==> src/rtl/pfs_pkg.sv <==
// pfs_pkg: shared types, byte codes and constants for the pixel frame serializer.
// No dependencies; used by every rtl file through scoped names.
`timescale 1ns / 1ps

package pfs_pkg;

    localparam int FRAME_PIXELS_DEF = 64;
    localparam int ROW_PIXELS_DEF   = 8;

    localparam int MAX_BYTES = 12;
    localparam int CNT_W     = 4;

    // APB register map
    localparam int  PADDR_W              = 2;
    localparam logic [PADDR_W-1:0] REG_FRAME_FORMAT = 2'd0;

    // frame_format codes
    localparam logic [1:0] FMT_OFF    = 2'd0;
    localparam logic [1:0] FMT_BINARY = 2'd1;
    localparam logic [1:0] FMT_TEXT   = 2'd2;

    typedef logic [7:0] byte_t;

    localparam byte_t HDR_0     = 8'hBB;
    localparam byte_t HDR_1     = 8'hAA;
    localparam byte_t HDR_2     = 8'h41;
    localparam byte_t CH_LBRACK = 8'h5B;
    localparam byte_t CH_RBRACK = 8'h5D;
    localparam byte_t CH_POINT  = 8'h2E;
    localparam byte_t CH_MINUS  = 8'h2D;
    localparam byte_t CH_SPACE  = 8'h20;
    localparam byte_t CH_ZERO   = 8'h30;
    localparam byte_t CH_CR     = 8'h0D;
    localparam byte_t CH_LF     = 8'h0A;

    // Reciprocal constants, exact for scaled values up to 81920
    localparam logic [20:0] RECIP_10     = 21'd1677722;  // 2^24 / 10
    localparam logic [17:0] RECIP_100    = 18'd167773;   // 2^24 / 100
    localparam logic [18:0] RECIP_1000   = 19'd268436;   // 2^28 / 1000
    localparam logic [7:0]  RECIP_10_SML = 8'd205;       // 2^11 / 10, inputs below 1029

    typedef logic [3:0] digit_t;

    typedef struct packed {
        digit_t d3;
        digit_t d2;
        digit_t d1;
        digit_t d0;
    } digits_t;

    typedef struct packed {
        logic        text;
        logic [15:0] raw;
        logic        first;
        logic        last;
        logic        row_open;
        logic        row_close;
        byte_t       csum;
    } item_t;

endpackage

==> src/rtl/pfs_track.sv <==
// pfs_track: frame position, row column and checksum tracking plus the input register.
// Depends on pfs_pkg.
`timescale 1ns / 1ps

module pfs_track #(
    parameter int FRAME_PIXELS = pfs_pkg::FRAME_PIXELS_DEF,
    parameter int ROW_PIXELS   = pfs_pkg::ROW_PIXELS_DEF
) (
    input  logic                clk,
    input  logic                rst_n,
    input  logic                cfg_wr,
    input  logic [1:0]          frame_format,
    input  logic                in_valid,
    output logic                in_ready,
    input  logic [15:0]         in_pixel,
    output logic                out_valid,
    input  logic                out_ready,
    output pfs_pkg::item_t      out_item
);

    localparam int POS_W = (FRAME_PIXELS > 1) ? $clog2(FRAME_PIXELS) : 1;
    localparam int COL_W = (ROW_PIXELS > 1) ? $clog2(ROW_PIXELS) : 1;

    logic [POS_W-1:0] pos_reg, pos_next;
    logic [COL_W-1:0] col_reg, col_next;
    pfs_pkg::byte_t   sum_reg, sum_next;
    logic             a_valid_reg, a_valid_next;
    pfs_pkg::item_t   a_item_reg;
    pfs_pkg::item_t   item_new;

    logic accept;
    logic active;
    logic first;
    logic last;
    logic row_close;

    assign in_ready  = !a_valid_reg || out_ready;
    assign accept    = in_valid && in_ready;
    assign active    = (frame_format == pfs_pkg::FMT_BINARY)
                    || (frame_format == pfs_pkg::FMT_TEXT);
    assign first     = (pos_reg == '0);
    assign last      = (pos_reg == POS_W'(FRAME_PIXELS - 1));
    assign row_close = (col_reg == COL_W'(ROW_PIXELS - 1)) || last;

    always_comb
    begin
        item_new.text      = (frame_format == pfs_pkg::FMT_TEXT);
        item_new.raw       = in_pixel;
        item_new.first     = first;
        item_new.last      = last;
        item_new.row_open  = (col_reg == '0);
        item_new.row_close = row_close;
        item_new.csum      = (first ? 8'd0 : sum_reg) + in_pixel[7:0] + in_pixel[15:8];
    end

    always_comb
    begin
        pos_next = pos_reg;
        col_next = col_reg;
        sum_next = sum_reg;
        if (cfg_wr)
        begin
            pos_next = '0;
            col_next = '0;
            sum_next = '0;
        end
        else if (accept)
        begin
            if (!active || last)
            begin
                pos_next = '0;
                col_next = '0;
                sum_next = '0;
            end
            else
            begin
                pos_next = pos_reg + 1'b1;
                col_next = row_close ? '0 : col_reg + 1'b1;
                sum_next = item_new.csum;
            end
        end
    end

    always_comb
    begin
        a_valid_next = a_valid_reg;
        if (in_ready)
        begin
            a_valid_next = accept && active;
        end
    end

    always_ff @(posedge clk or negedge rst_n)
    begin
        if (!rst_n)
        begin
            pos_reg     <= '0;
            col_reg     <= '0;
            sum_reg     <= '0;
            a_valid_reg <= 1'b0;
        end
        else
        begin
            pos_reg     <= pos_next;
            col_reg     <= col_next;
            sum_reg     <= sum_next;
            a_valid_reg <= a_valid_next;
        end
    end

    always_ff @(posedge clk)
    begin
        if (accept)
        begin
            a_item_reg <= item_new;
        end
    end

    assign out_valid = a_valid_reg;
    assign out_item  = a_item_reg;

endmodule

==> src/rtl/pfs_scale.sv <==
// pfs_scale: scales a pixel by 10/4 and splits the magnitude into four decimal digits.
// Two register stages (scale, reciprocal quotients); digits leave combinationally. Uses pfs_pkg.
`timescale 1ns / 1ps

module pfs_scale (
    input  logic                clk,
    input  logic                rst_n,
    input  logic                in_valid,
    output logic                in_ready,
    input  pfs_pkg::item_t      in_item,
    output logic                out_valid,
    input  logic                out_ready,
    output pfs_pkg::item_t      out_item,
    output pfs_pkg::digits_t    out_digits
);

    logic           b_valid_reg, b_valid_next;
    pfs_pkg::item_t b_item_reg;
    logic [16:0]    b_s_reg;
    logic           c_valid_reg, c_valid_next;
    pfs_pkg::item_t c_item_reg;
    logic [16:0]    c_s_reg;
    logic [13:0]    c_q10_reg;
    logic [9:0]     c_q100_reg;
    logic [6:0]     c_q1000_reg;

    logic        b_ready;
    logic        c_ready;
    logic [16:0] mag;
    logic [19:0] mag5;
    logic [37:0] p10;
    logic [34:0] p100;
    logic [35:0] p1000;
    logic [14:0] p10000;
    logic [3:0]  q10000;
    logic [16:0] r0;
    logic [13:0] r1;
    logic [9:0]  r2;
    logic [6:0]  r3;

    assign c_ready  = !c_valid_reg || out_ready;
    assign b_ready  = !b_valid_reg || c_ready;
    assign in_ready = b_ready;

    // magnitude of the reading, then times 10/4 truncated
    assign mag  = in_item.raw[15] ? (17'h10000 - {1'b0, in_item.raw}) : {1'b0, in_item.raw};
    assign mag5 = {3'b000, mag} + {1'b0, mag, 2'b00};

    assign p10   = 38'(b_s_reg) * 38'(pfs_pkg::RECIP_10);
    assign p100  = 35'(b_s_reg) * 35'(pfs_pkg::RECIP_100);
    assign p1000 = 36'(b_s_reg) * 36'(pfs_pkg::RECIP_1000);

    always_comb
    begin
        b_valid_next = b_valid_reg;
        if (b_ready)
        begin
            b_valid_next = in_valid;
        end
        c_valid_next = c_valid_reg;
        if (c_ready)
        begin
            c_valid_next = b_valid_reg;
        end
    end

    always_ff @(posedge clk or negedge rst_n)
    begin
        if (!rst_n)
        begin
            b_valid_reg <= 1'b0;
            c_valid_reg <= 1'b0;
        end
        else
        begin
            b_valid_reg <= b_valid_next;
            c_valid_reg <= c_valid_next;
        end
    end

    always_ff @(posedge clk)
    begin
        if (b_ready && in_valid)
        begin
            b_item_reg <= in_item;
            b_s_reg    <= mag5[17:1];
        end
        if (c_ready && b_valid_reg)
        begin
            c_item_reg  <= b_item_reg;
            c_s_reg     <= b_s_reg;
            c_q10_reg   <= p10[37:24];
            c_q100_reg  <= p100[33:24];
            c_q1000_reg <= p1000[34:28];
        end
    end

    // remainders give the digits; the ten-thousands place is dropped
    assign p10000 = 15'(c_q1000_reg) * 15'(pfs_pkg::RECIP_10_SML);
    assign q10000 = p10000[14:11];
    assign r0     = c_s_reg - 17'({c_q10_reg, 3'b000} + {c_q10_reg, 1'b0});
    assign r1     = c_q10_reg - 14'({c_q100_reg, 3'b000} + {c_q100_reg, 1'b0});
    assign r2     = c_q100_reg - 10'({c_q1000_reg, 3'b000} + {c_q1000_reg, 1'b0});
    assign r3     = c_q1000_reg - 7'({q10000, 3'b000} + {q10000, 1'b0});

    assign out_digits.d0 = r0[3:0];
    assign out_digits.d1 = r1[3:0];
    assign out_digits.d2 = r2[3:0];
    assign out_digits.d3 = r3[3:0];
    assign out_valid     = c_valid_reg;
    assign out_item      = c_item_reg;

endmodule

==> src/rtl/pfs_serial.sv <==
// pfs_serial: builds one pixel's byte run; shifts it out one beat per cycle unless stalled.
// Holds the byte run register and the output register. Uses pfs_pkg.
`timescale 1ns / 1ps

module pfs_serial (
    input  logic                clk,
    input  logic                rst_n,
    input  logic                in_valid,
    output logic                in_ready,
    input  pfs_pkg::item_t      in_item,
    input  pfs_pkg::digits_t    in_digits,
    output logic                m_axis_tvalid,
    input  logic                m_axis_tready,
    output logic [7:0]          m_axis_tdata,   // out_byte
    output logic                m_axis_tlast,   // end_of_frame
    output logic [0:0]          m_axis_tuser    // [0] last_of_item
);

    localparam int BUILD_N = pfs_pkg::MAX_BYTES + 1;

    pfs_pkg::byte_t                    job_bytes_reg [pfs_pkg::MAX_BYTES];
    pfs_pkg::byte_t                    job_bytes_next [pfs_pkg::MAX_BYTES];
    logic [pfs_pkg::CNT_W-1:0]         job_cnt_reg, job_cnt_next;
    logic                              job_eof_reg, job_eof_next;
    logic                              out_valid_reg;
    pfs_pkg::byte_t                    out_byte_reg;
    logic                              out_item_end_reg;
    logic                              out_eof_reg;

    pfs_pkg::byte_t            run [BUILD_N];
    logic [pfs_pkg::CNT_W-1:0] run_n;
    logic [pfs_pkg::CNT_W-1:0] run_cnt;
    logic                      emit;
    logic                      load;

    assign emit     = (job_cnt_reg != '0) && (!out_valid_reg || m_axis_tready);
    assign in_ready = (job_cnt_reg == '0)
                   || ((job_cnt_reg == pfs_pkg::CNT_W'(1)) && emit);
    assign load     = in_valid && in_ready;

    always_comb
    begin
        for (int i = 0; i < BUILD_N; i++)
        begin
            run[i] = pfs_pkg::CH_SPACE;
        end
        run_n = '0;
        if (in_item.text)
        begin
            if (in_item.row_open)
            begin
                run[run_n] = pfs_pkg::CH_LBRACK;
                run_n      = run_n + 1'b1;
            end
            run[run_n] = in_item.raw[15] ? pfs_pkg::CH_MINUS : pfs_pkg::CH_SPACE;
            run_n      = run_n + 1'b1;
            run[run_n] = pfs_pkg::CH_ZERO + 8'(in_digits.d3);
            run_n      = run_n + 1'b1;
            run[run_n] = pfs_pkg::CH_ZERO + 8'(in_digits.d2);
            run_n      = run_n + 1'b1;
            run[run_n] = pfs_pkg::CH_ZERO + 8'(in_digits.d1);
            run_n      = run_n + 1'b1;
            run[run_n] = pfs_pkg::CH_POINT;
            run_n      = run_n + 1'b1;
            run[run_n] = pfs_pkg::CH_ZERO + 8'(in_digits.d0);
            run_n      = run_n + 1'b1;
            run[run_n] = pfs_pkg::CH_SPACE;
            run_n      = run_n + 1'b1;
            if (in_item.row_close)
            begin
                run[run_n] = pfs_pkg::CH_RBRACK;
                run_n      = run_n + 1'b1;
                run[run_n] = pfs_pkg::CH_CR;
                run_n      = run_n + 1'b1;
                run[run_n] = pfs_pkg::CH_LF;
                run_n      = run_n + 1'b1;
            end
            if (in_item.last)
            begin
                run[run_n] = pfs_pkg::CH_CR;
                run_n      = run_n + 1'b1;
                if (run_n < pfs_pkg::CNT_W'(BUILD_N))
                begin
                    run[run_n] = pfs_pkg::CH_LF;
                    run_n      = run_n + 1'b1;
                end
            end
        end
        else
        begin
            if (in_item.first)
            begin
                run[0] = pfs_pkg::HDR_0;
                run[1] = pfs_pkg::HDR_1;
                run[2] = pfs_pkg::HDR_2;
                run_n  = pfs_pkg::CNT_W'(3);
            end
            run[run_n] = in_item.raw[7:0];
            run_n      = run_n + 1'b1;
            run[run_n] = in_item.raw[15:8];
            run_n      = run_n + 1'b1;
            if (in_item.last)
            begin
                run[run_n] = in_item.csum;
                run_n      = run_n + 1'b1;
            end
        end
    end

    // a run longer than twelve loses its final byte
    assign run_cnt = (run_n > pfs_pkg::CNT_W'(pfs_pkg::MAX_BYTES))
                   ? pfs_pkg::CNT_W'(pfs_pkg::MAX_BYTES) : run_n;

    always_comb
    begin
        job_bytes_next = job_bytes_reg;
        job_cnt_next   = job_cnt_reg;
        job_eof_next   = job_eof_reg;
        if (emit)
        begin
            for (int i = 0; i < pfs_pkg::MAX_BYTES - 1; i++)
            begin
                job_bytes_next[i] = job_bytes_reg[i+1];
            end
            job_cnt_next = job_cnt_reg - 1'b1;
        end
        if (load)
        begin
            for (int i = 0; i < pfs_pkg::MAX_BYTES; i++)
            begin
                job_bytes_next[i] = run[i];
            end
            job_cnt_next = run_cnt;
            job_eof_next = in_item.last;
        end
    end

    always_ff @(posedge clk or negedge rst_n)
    begin
        if (!rst_n)
        begin
            job_cnt_reg   <= '0;
            out_valid_reg <= 1'b0;
        end
        else
        begin
            job_cnt_reg <= job_cnt_next;
            if (emit)
            begin
                out_valid_reg <= 1'b1;
            end
            else if (m_axis_tready)
            begin
                out_valid_reg <= 1'b0;
            end
        end
    end

    always_ff @(posedge clk)
    begin
        job_bytes_reg <= job_bytes_next;
        job_eof_reg   <= job_eof_next;
        if (emit)
        begin
            out_byte_reg     <= job_bytes_reg[0];
            out_item_end_reg <= (job_cnt_reg == pfs_pkg::CNT_W'(1));
            out_eof_reg      <= (job_cnt_reg == pfs_pkg::CNT_W'(1)) && job_eof_reg;
        end
    end

    assign m_axis_tvalid   = out_valid_reg;
    assign m_axis_tdata    = out_byte_reg;
    assign m_axis_tlast    = out_eof_reg;
    assign m_axis_tuser[0] = out_item_end_reg;

endmodule

==> src/rtl/pixel_frame_serializer.sv <==
// pixel_frame_serializer: top level; APB register, pixel tracking, scaling and byte output.
// Instantiates pfs_track, pfs_scale and pfs_serial; uses pfs_pkg.
`timescale 1ns / 1ps

// Accepts one signed 16-bit pixel per input beat and emits the frame as one byte per output
// beat: binary (header BB AA 41, low/high bytes, 8-bit payload checksum after the last pixel)
// or text (sign, three digits, point, digit, space; rows in brackets ending CR LF, frame ending
// with a further CR LF). The output register sends one byte per cycle while m_axis_tready is
// high, so a pixel gives 2 to 6 bytes in binary and 7 to 12 in text; the next pixel is taken
// while the current run drains. A pixel passes the input, scale, quotient and byte run
// registers before the output register. Format 0 or 3 consumes pixels with no output.
// Writing frame_format restarts the frame; write it only while idle.

module pixel_frame_serializer #(
    parameter int FRAME_PIXELS = pfs_pkg::FRAME_PIXELS_DEF,
    parameter int ROW_PIXELS   = pfs_pkg::ROW_PIXELS_DEF
) (
    input  logic                         clk,
    input  logic                         rst_n,
    input  logic                         psel,
    input  logic                         penable,
    input  logic                         pwrite,
    input  logic [pfs_pkg::PADDR_W-1:0]  paddr,
    input  logic [31:0]                  pwdata,
    output logic [31:0]                  prdata,
    output logic                         pready,
    input  logic                         s_axis_tvalid,
    output logic                         s_axis_tready,
    input  logic [15:0]                  s_axis_tdata,   // pixel_value
    output logic                         m_axis_tvalid,
    input  logic                         m_axis_tready,
    output logic [7:0]                   m_axis_tdata,   // out_byte
    output logic                         m_axis_tlast,   // end_of_frame
    output logic [0:0]                   m_axis_tuser    // [0] last_of_item
);

    logic [1:0]       frame_format_reg;
    logic             cfg_wr;
    logic             a_valid;
    logic             a_ready;
    pfs_pkg::item_t   a_item;
    logic             c_valid;
    logic             c_ready;
    pfs_pkg::item_t   c_item;
    pfs_pkg::digits_t c_digits;

    assign pready = 1'b1;
    assign cfg_wr = psel && penable && pwrite && (paddr == pfs_pkg::REG_FRAME_FORMAT);
    assign prdata = (paddr == pfs_pkg::REG_FRAME_FORMAT) ? {30'd0, frame_format_reg} : 32'd0;

    always_ff @(posedge clk or negedge rst_n)
    begin
        if (!rst_n)
        begin
            frame_format_reg <= pfs_pkg::FMT_OFF;
        end
        else if (cfg_wr)
        begin
            frame_format_reg <= pwdata[1:0];
        end
    end

    pfs_track #(
        .FRAME_PIXELS (FRAME_PIXELS),
        .ROW_PIXELS   (ROW_PIXELS)
    ) u_track (
        .clk          (clk),
        .rst_n        (rst_n),
        .cfg_wr       (cfg_wr),
        .frame_format (frame_format_reg),
        .in_valid     (s_axis_tvalid),
        .in_ready     (s_axis_tready),
        .in_pixel     (s_axis_tdata),
        .out_valid    (a_valid),
        .out_ready    (a_ready),
        .out_item     (a_item)
    );

    pfs_scale u_scale (
        .clk        (clk),
        .rst_n      (rst_n),
        .in_valid   (a_valid),
        .in_ready   (a_ready),
        .in_item    (a_item),
        .out_valid  (c_valid),
        .out_ready  (c_ready),
        .out_item   (c_item),
        .out_digits (c_digits)
    );

    pfs_serial u_serial (
        .clk           (clk),
        .rst_n         (rst_n),
        .in_valid      (c_valid),
        .in_ready      (c_ready),
        .in_item       (c_item),
        .in_digits     (c_digits),
        .m_axis_tvalid (m_axis_tvalid),
        .m_axis_tready (m_axis_tready),
        .m_axis_tdata  (m_axis_tdata),
        .m_axis_tlast  (m_axis_tlast),
        .m_axis_tuser  (m_axis_tuser)
    );

endmodule
==> config.mk <==
export PLATFORM = sky130hd
export DESIGN_NAME = pixel_frame_serializer
export DESIGN_NICKNAME = d
export VERILOG_FILES = /design/src/rtl/pfs_pkg.sv /design/src/rtl/pfs_track.sv /design/src/rtl/pfs_scale.sv /design/src/rtl/pfs_serial.sv /design/src/rtl/pixel_frame_serializer.sv
export SDC_FILE = /design/constraint.sdc
export NUM_CORES = 1
export LEC_CHECK = 0
export BUFFER_PORTS_ARGS = -buffer_cell sky130_fd_sc_hd__buf_2
export CORE_ASPECT_RATIO = 0.7
export CORE_UTILIZATION = 40
export CTS_BUF_LIST = sky130_fd_sc_hd__clkbuf_16
export CTS_CLUSTER_SIZE = 10
export DETAILED_ROUTE_END_ITERATION = 10
export PLACE_DENSITY = 0.64
export SETUP_SLACK_MARGIN = 0.15
export SYNTH_ARGS = -nofsm -noshare
export SYNTH_HDL_FRONTEND = slang
export SYNTH_SLANG_ARGS = --single-unit
==> constraint.sdc <==
create_clock -name clk -period 7.15 [get_ports clk]
set_input_delay 0.715 -clock clk [delete_from_list [all_inputs] [get_ports clk]]
set_output_delay 0.715 -clock clk [all_outputs]
set_load 0.03 [all_outputs]
## After elaboration in Yosys (flattened, before gate mapping)

Index checks and enable logic that the tools add are counted.

- Bits in registers: 257
- Input port bits: 57
- Output and inout bits: 45

- Add/subtract/negate cells: 34
- $mul: 4
- Order comparisons: 32
- Eq/ne operators: 5
- Mux-type cells: 79
- Bitwise gates (word level): 36
- Reduce and logical (&&, ||, !) cells: 47

Operators by type and width:

| kind | number |
|---|---|
| bitwise mux 104 bit | 8 |
| 2-to-1 mux 104 bit | 6 |
| demux 8 bit (select 4 bit) | 15 |
| 2-to-1 mux 8 bit | 20 |
| bitwise AND 78 bit | 2 |
| NOT 78 bit | 2 |
| bitwise AND 65 bit | 2 |
| NOT 65 bit | 2 |
| 2-to-1 mux 96 bit | 1 |
| bitwise AND 91 bit | 1 |
| NOT 91 bit | 1 |
| 2-to-1 mux 88 bit | 1 |
| bitwise OR 39 bit | 2 |
| >= comparator 5 bit, second input constant | 15 |
| < comparator 5 x 1 -> 1 bit, second input constant | 15 |
| NOT 4 -> 5 bit | 15 |
| bitwise OR 65 bit | 1 |
| adder 4 x 1 -> 4 bit, second input constant | 15 |
| bitwise AND 52 bit | 1 |
| NOT 52 bit | 1 |
| bitwise OR 26 bit | 2 |
| bitwise OR 52 bit | 1 |
| 2-to-1 mux 24 bit | 2 |
| 2-to-1 mux 4 bit | 12 |
| other kinds (38) | 94 |

## Depth between registers and ports, before layout

Gate-level depths: netlist of the first run.

- Word-level depth: 26
- Mapped depth: 19

## Hierarchy

Synthesis of the first run repeated with hierarchy kept, for this count alone.

- Cells, all modules: 2,148
- Area, all modules: 23,314.9 um^2

By module, submodules not included:

| module | instances | cells an instance | area an instance (um^2) | seq. area each (um^2) |
|---|---|---|---|---|
| pfs_scale | 1 | 1,511 | 15,985.3 | 2,872.8 |
| pfs_serial | 1 | 429 | 4,735.8 | 2,767.7 |
| pfs_track | 1 | 166 | 2,243.4 | 1,321.3 |
| pixel_frame_serializer | 1 | 42 | 350.3 | 50.0 |

## Worst setup path before layout of the first run

Ideal clock, no wire load.

- Path kind: register to register
- From: register u_scale.b_s_reg[6]
- To: register u_scale.c_q10_reg[0] (data pin)
- Setup time: 258 ps
- Data arrival time: 5,285 ps
- Path slack: 1,607 ps
- Cell stages (with the launch flop): 19
- Path buffers: 0
- Period minus slack after synthesis: 5,543 ps
- Path through: edfxtp_1 -> inv_1 -> ha_1 -> inv_1 -> fa_1 -> inv_1 -> fa_1 -> inv_1 -> fa_1 -> fa_1 -> fa_1 -> ha_1 -> a21oi_1 -> o22ai_1 -> nor3b_2 -> a221oi_2 -> or4b_1 -> a31oi_1 -> xnor2_1

- Cells in the longest elaborated chain, start to end: 1

Ends and longest elaborated chain:

| what | RTL line | RTL |
|---|---|---|
| start: declaration | pfs_scale.sv:19 | `logic [16:0] b_s_reg;` |
| start signal: assignment | pfs_scale.sv:86 | `b_s_reg <= mag5[17:1];` |
| multiplier 17 x 20 -> 27 bit | pfs_scale.sv:49 | `assign p10 = 38'(b_s_reg) * 38'(pfs_pkg::RECIP_10);` |
| via u_scale.p10[24] | pfs_scale.sv:31 | `logic [37:0] p10;` |
| end signal: assignment | pfs_scale.sv:92 | `c_q10_reg <= p10[37:24];` |
| end: declaration | pfs_scale.sv:23 | `logic [13:0] c_q10_reg;` |

The timed path passes the listed nets, and every way through them passes these cells.
A chain may end at the register's enable or synchronous reset.

## Final worst setup path of the first run

- From: register u_scale.b_s_reg[15]
- To: register u_scale.c_q100_reg[0] (data pin)

- Cells in the longest elaborated chain, start to end: 1

Ends and longest elaborated chain:

| what | RTL line | RTL |
|---|---|---|
| multiplier 17 x 18 -> 28 bit | pfs_scale.sv:50 | `assign p100 = 35'(b_s_reg) * 35'(pfs_pkg::RECIP_100);` |
| via u_scale.p100[24] | pfs_scale.sv:32 | `logic [34:0] p100;` |
| end signal: assignment | pfs_scale.sv:93 | `c_q100_reg <= p100[33:24];` |
| end: declaration | pfs_scale.sv:24 | `logic [9:0] c_q100_reg;` |

The timed path passes the listed nets, and every way through them passes these cells.

==> results of run 1 <==
==> per-stage QoR <==
stage          hold slack, ps  instance area [um^2]  instances   util  setup slack (ps)
2_1_floorplan             400                 23000       2091      -              1610
3_3_place_gp              406                 24000       2834  0.429               775
3_5_place_dp              405                 24000       2834  0.429               838
4_1_cts                   194                 24800       2886  0.444               804
5_1_grt                   243                 24800       2886  0.444               364
6_report                  194                 24800       2887  0.444               642
==> metal layers <==
metal / vias to the layer above / global-route usage / wire (um) / part of all wire
li1: 7010 / - / - / -
met1: 7349 / 0.299 / 26500 / 0.50
met2: 434 / 0.254 / 21100 / 0.40
met3: 59 / 0.0593 / 5050 / 0.095
met4: 0 / 0.0255 / 606 / 0.011
met5: - / 0 / 0 / 0
==> cell families after synthesis <==
group,share of synthesized area
mux,0.00460
buf+inv,0.0848
flops,0.309
fa+ha+maj,0.417
xor+xnor,0.0322
compound gates,0.0872
other cells,0.000329
simple gates,0.0640
==> synth_stat cells, types with 4 or more instances <==
library cell  instances  share of area
a221oi_1             12         0.0046
a221o_1               4         0.0018
nand3_1              32         0.0070
nand2_1             101          0.017
o21ai_1              12         0.0026
o22ai_1               8         0.0022
o211ai_1              7         0.0023
a21oi_1              67          0.015
edfxtp_1            213           0.28
and2_1               11         0.0030
nor4_1                7         0.0019
buf_4                31          0.010
ha_1                383           0.21
nor2b_1              13         0.0036
xor2_1               13         0.0050
a22o_1               12         0.0046
a21o_1               27         0.0089
or2_2                 7         0.0019
a32oi_1               4         0.0015
a31oi_1              16         0.0044
o21a_1               10         0.0033
inv_1               416          0.068
nor3_1               12         0.0026
xnor2_1              71          0.027
o31ai_1              13         0.0043
a211oi_1             12         0.0039
mux2i_1               6         0.0026
and3_1               15         0.0041
o21bai_1              6         0.0020
clkbuf_1             32         0.0053
nor2_1               82          0.013
dfrtp_1              27          0.030
o21ai_0              73          0.016
nand4_1               7         0.0019
fa_1                237           0.21
nand2b_1             10         0.0027
==> final cells by class <==
cell class,count,area [um^2]
timing repair buffer,68,410
clock inverter,23,114
tap,740,926
clock buffer,29,726
multi-input combinational,1366,14000
antenna,1,2.50
inverter,420,1580
sequential,240,7070
fill,5173,31100
==> final timing paths <==
kind	slack (ps)	depth (start not counted)	from	end
max	640	18	u_scale.b_s_reg[15]$_DFFE_PP_	u_scale.c_q100_reg[0]$_DFFE_PP_
max in group asynchronous	6510	1	rst_n	u_track.sum_reg[2]$_DFFE_PN0P_
max reg2reg	640	18	u_scale.b_s_reg[15]$_DFFE_PP_	u_scale.c_q100_reg[0]$_DFFE_PP_
min in group clk	370	1	s_axis_tdata[6]	u_track.out_item[18]$_DFFE_PP_
min	190	1	rst_n	u_serial.m_axis_tvalid$_DFFE_PN0P_
min reg2reg	420	0	u_scale.b_item_reg[26]$_DFFE_PP_	u_scale.out_item[26]$_DFFE_PP_
==> results.yml, run 1 <==
run_status:
  status: "complete, but fails checks"
  violations: "design-rule violations"
global_route:
  antenna_found_initial: 0
  grt_max_degree: 76
  grt_pass1_vias: 15000
  track_usage: 0.189
  grt_pass1_wl_um: 85200
  grt_overflow: 0
cts:
  cts_buffer_depth: 3
  cts-root-buf: "clkbuf_16"
  cts_hold_buf: 0
  cts_tree: "yes"
  clk_latency_ps: 560
  postCtsSetupBuffers: 0
  h-tree-depth: 1
  ctsResizeCount: 0
  cts_buffers: 28
  cts.sinks: 240
  cts.clk_slew.worst_paths_ps: 60
critical_path:
  worstPathMaxFanout: 10
  path_cells: "fa_1, inv_1, fa_1, inv_1, fa_1, inv_1, fa_1, inv_1, fa_1, fa_1, ha_1, and3_1, nand3_1, a2111oi_0, a21oi_1, a21oi_1, nor2_1, xnor2_1"
  critPathCaptureType: "register"
  critPathBufInv: 4
  cp_slowest_cell: "edfxtp_1"
  critPathKind: "reg -> reg"
  critPathMaxStageDelay_ps: 680
  worstPathRequired_ps: 7430
  cp.arrival_ps: 6790
  worst_setup_path_start_kind: "register"
  critPathTopFamily: "adder cells"
  crit_top_cell: "fa_1"
synth:
  synth_seq_cells: 240
  synth-edff-count: 213
  synth_cells: 2060
  synth-seq-area-share: 0.309
  synth_warnings: 0
  synth_cell_types: 69
  synthFlopType: "edfxtp_1"
  syn_area_per_cell_um2: 11.1
  syn_area_um2: 22800
  synthArstFlopShare: 0.113
timing:
  post-route-min-period_ps: 6510
  skew_ps: 11.1
  finalMaxSlewViolations: 0
  rsz0062_at_grt: "no"
  slew_headroom: 0.260
  hold_viol_final: 0
  fin_tns_setup_ps: 0
  timing.final.crit_share: 0.910
  max_freq_mhz: 154
  setup_viol: 0
  worst_slew_pin_slew_ps: 1110
final_layout:
  layout_common_cells: "inv_1 (436), ha_1 (383), fa_1 (237)"
  largest_reg_flops: 79
  nets: 2801
  layout-drive-gt1-share: 0.0568
  layout_commonest_cell: "inv_1"
  area_delta_synth_final_pct: 8.51
drt:
  drc: 8
  dr_total_vias: 14900
  final_antenna_net_count: 0
  drtIter0Drc: 1221
  viasPerCell: 5.14
  wl_per_cell_um: 18.4
  dr.pass1.iters: 9
  drt-total-wl_um: 53300
floorplanning:
  dieArea_um2: 58100
  chipWidth_um: 288
  die_y_um: 202
  rows: 72
  core_area_um2: 55900
  start_util: 0.409
  ios: 102
worst_hold_path:
  worstHoldPathType: "in -> async"
place:
  gp_congestion: 0.951
  io_buffers: 40
  detailed_place_hpwl_um: 43200
run:
  max_cap_violations: 0
Power of run 1 is left out: the tool's default activity adds up to more than one toggle a clock period on the data nets, which glitch-free logic cannot reach.
==> run 2: changes to the inputs <==
--- a/config.mk
+++ b/config.mk
@@ -7,11 +7,11 @@
 export LEC_CHECK = 0
 export BUFFER_PORTS_ARGS = -buffer_cell sky130_fd_sc_hd__buf_2
 export CORE_ASPECT_RATIO = 0.7
-export CORE_UTILIZATION = 40
+export CORE_UTILIZATION = 64
 export CTS_BUF_LIST = sky130_fd_sc_hd__clkbuf_16
 export CTS_CLUSTER_SIZE = 10
 export DETAILED_ROUTE_END_ITERATION = 10
-export PLACE_DENSITY = 0.64
+export PLACE_DENSITY = 0.9
 export SETUP_SLACK_MARGIN = 0.15
 export SYNTH_ARGS = -nofsm -noshare
 export SYNTH_HDL_FRONTEND = slang
==> run 2 against run 1 <==
- the flow finishes with violations (max-capacitance violations, max-slew violations)
- highest routed layer is now met5
- first-iteration DRC count increased by 66%
- utilization increased by 25 points
- flip-flop and latch count unchanged
- register-to-register slack improved by 110 ps
==> results.yml, run 2 (synthesized netlist as in run 1, its figures left out) <==
run_status:
  status: "complete, but fails checks"
  violations: "max-capacitance violations, max-slew violations"
cts:
  cts_hold_buf: 0
  clk_latency_ps: 580
  cts-root-buf: "clkbuf_16"
  cts.sinks: 240
  cts.clk_slew.worst_paths_ps: 70
  cts_buffer_depth: 3
  cts_buffers: 27
  ctsResizeCount: 0
  h-tree-depth: 1
  postCtsSetupBuffers: 0
  cts_tree: "yes"
critical_path:
  critPathKind: "reg -> reg"
  cp.arrival_ps: 6670
  worstReg2RegEnd: "u_scale.c_q1000_reg[6]$_DFFE_PP_"
  rr_startpoint: "u_scale.b_s_reg[7]$_DFFE_PP_"
  worstPathRequired_ps: 7430
  reg2reg_slack_ps: 760
  crit_start: "u_scale.b_s_reg[7]$_DFFE_PP_"
  critPathCaptureType: "register"
  worstPathMaxFanout: 7
  reg2reg_depth: 17
  worst_setup_path_start_kind: "register"
place:
  post-place-ws_ps: 993
  placedCellCount: 2555
  io_buffers: 40
  gp_congestion: 0.982
  detailed_place_hpwl_um: 43700
timing:
  setup_viol: 0
  fin_tns_setup_ps: 0
  timing.final.crit_share: 0.894
  skew_ps: 29.0
  max_freq_mhz: 156
  finalMaxSlewViolations: 19
  rsz0062_at_grt: "no"
  slew_headroom: -0.00808
  hold_viol_final: 0
  postLayoutSetupSlackWorst_ps: 756
  holdWs_ps: 186
  post-route-min-period_ps: 6390
  worst_slew_pin_slew_ps: 1510
final_layout:
  largest_reg_flops: 79
  fin_cells: 2604
  diodes: 0
  layout_common_cells: "inv_1 (437), ha_1 (383), fa_1 (237)"
  n_fill_cell: 2226
  nets: 2789
  area_delta_synth_final_pct: 6.37
  layout-drive-gt1-share: 0.0507
  layout_commonest_cell: "inv_1"
global_route:
  grt_max_degree: 80
  track_usage: 0.324
  grt_pass1_vias: 17200
  grt_pass1_wl_um: 91800
  grt_overflow: 0
  antenna_found_initial: 1
floorplanning:
  die_y_um: 160
  dieArea_um2: 36500
  ios: 102
  core_area_um2: 34900
  chipWidth_um: 228
  rows: 57
  start_util: 0.654
drt:
  drtIter0Drc: 2026
  dr_total_vias: 16100
  drt-total-wl_um: 57500
  wl_per_cell_um: 22.1
  final_antenna_net_count: 0
  drc: 0
  dr.pass1.iters: 7
  viasPerCell: 6.20
run:
  max_cap_violations: 1
worst_hold_path:
  worstHoldPathType: "in -> async"
[run 2: layout make-up]
class,instances,area [um^2],area share
Sequential cell,240,7070,0.291
Clock inverter,22,98.8,0.00407
Inverter,420,1580,0.0649
Clock buffer,27,676,0.0278
Tap cell,472,591,0.0243
Timing Repair Buffer,57,328,0.0135
Multi-Input combinational cell,1366,14000,0.575
[run 2: through the flow]
stage | area [um^2] | util
floorplan | 23000 | -
global placement | 23500 | 0.673
detailed placement | 23500 | 0.673
CTS | 24300 | 0.695
global route | 24300 | 0.695
finish | 24300 | 0.695
[run 2: critical path: stages (launching register included)]
cell and delay [ps]:
edfxtp_1 600, ha_1 360, inv_1 270, ha_1 330
inv_1 110, fa_1 560, fa_1 440, fa_1 560
inv_1 80, fa_1 550, ha_1 360, nand2_1 90
nor3_1 280, and3_1 230, a221o_1 310, nand3_1 190
and4b_1 230, or4_1 540
[run 2: worst max-delay path by stage]
stage,end,slack [ps],cells past startpoint
final,u_scale.c_q1000_reg[6]$_DFFE_PP_,760,17
after global routing,u_scale.c_q10_reg[3]$_DFFE_PP_,700,16
after global placement,u_scale.c_q100_reg[2]$_DFFE_PP_,1100,18
after CTS,u_scale.c_q1000_reg[6]$_DFFE_PP_,910,17
after floorplan,u_scale.c_q10_reg[0]$_DFFE_PP_,1610,18
after detailed placement,u_scale.c_q1000_reg[6]$_DFFE_PP_,990,17
[run 2: per-layer routing]
layer	track usage	vias up	routed length, um
met1	0.438	7773	22100
li1	-	6989	-
met4	0.129	2	2450
met2	0.497	1119	25400
met3	0.0923	253	7540
met5	0	-	15
Power of run 2 is left out for the same reason.
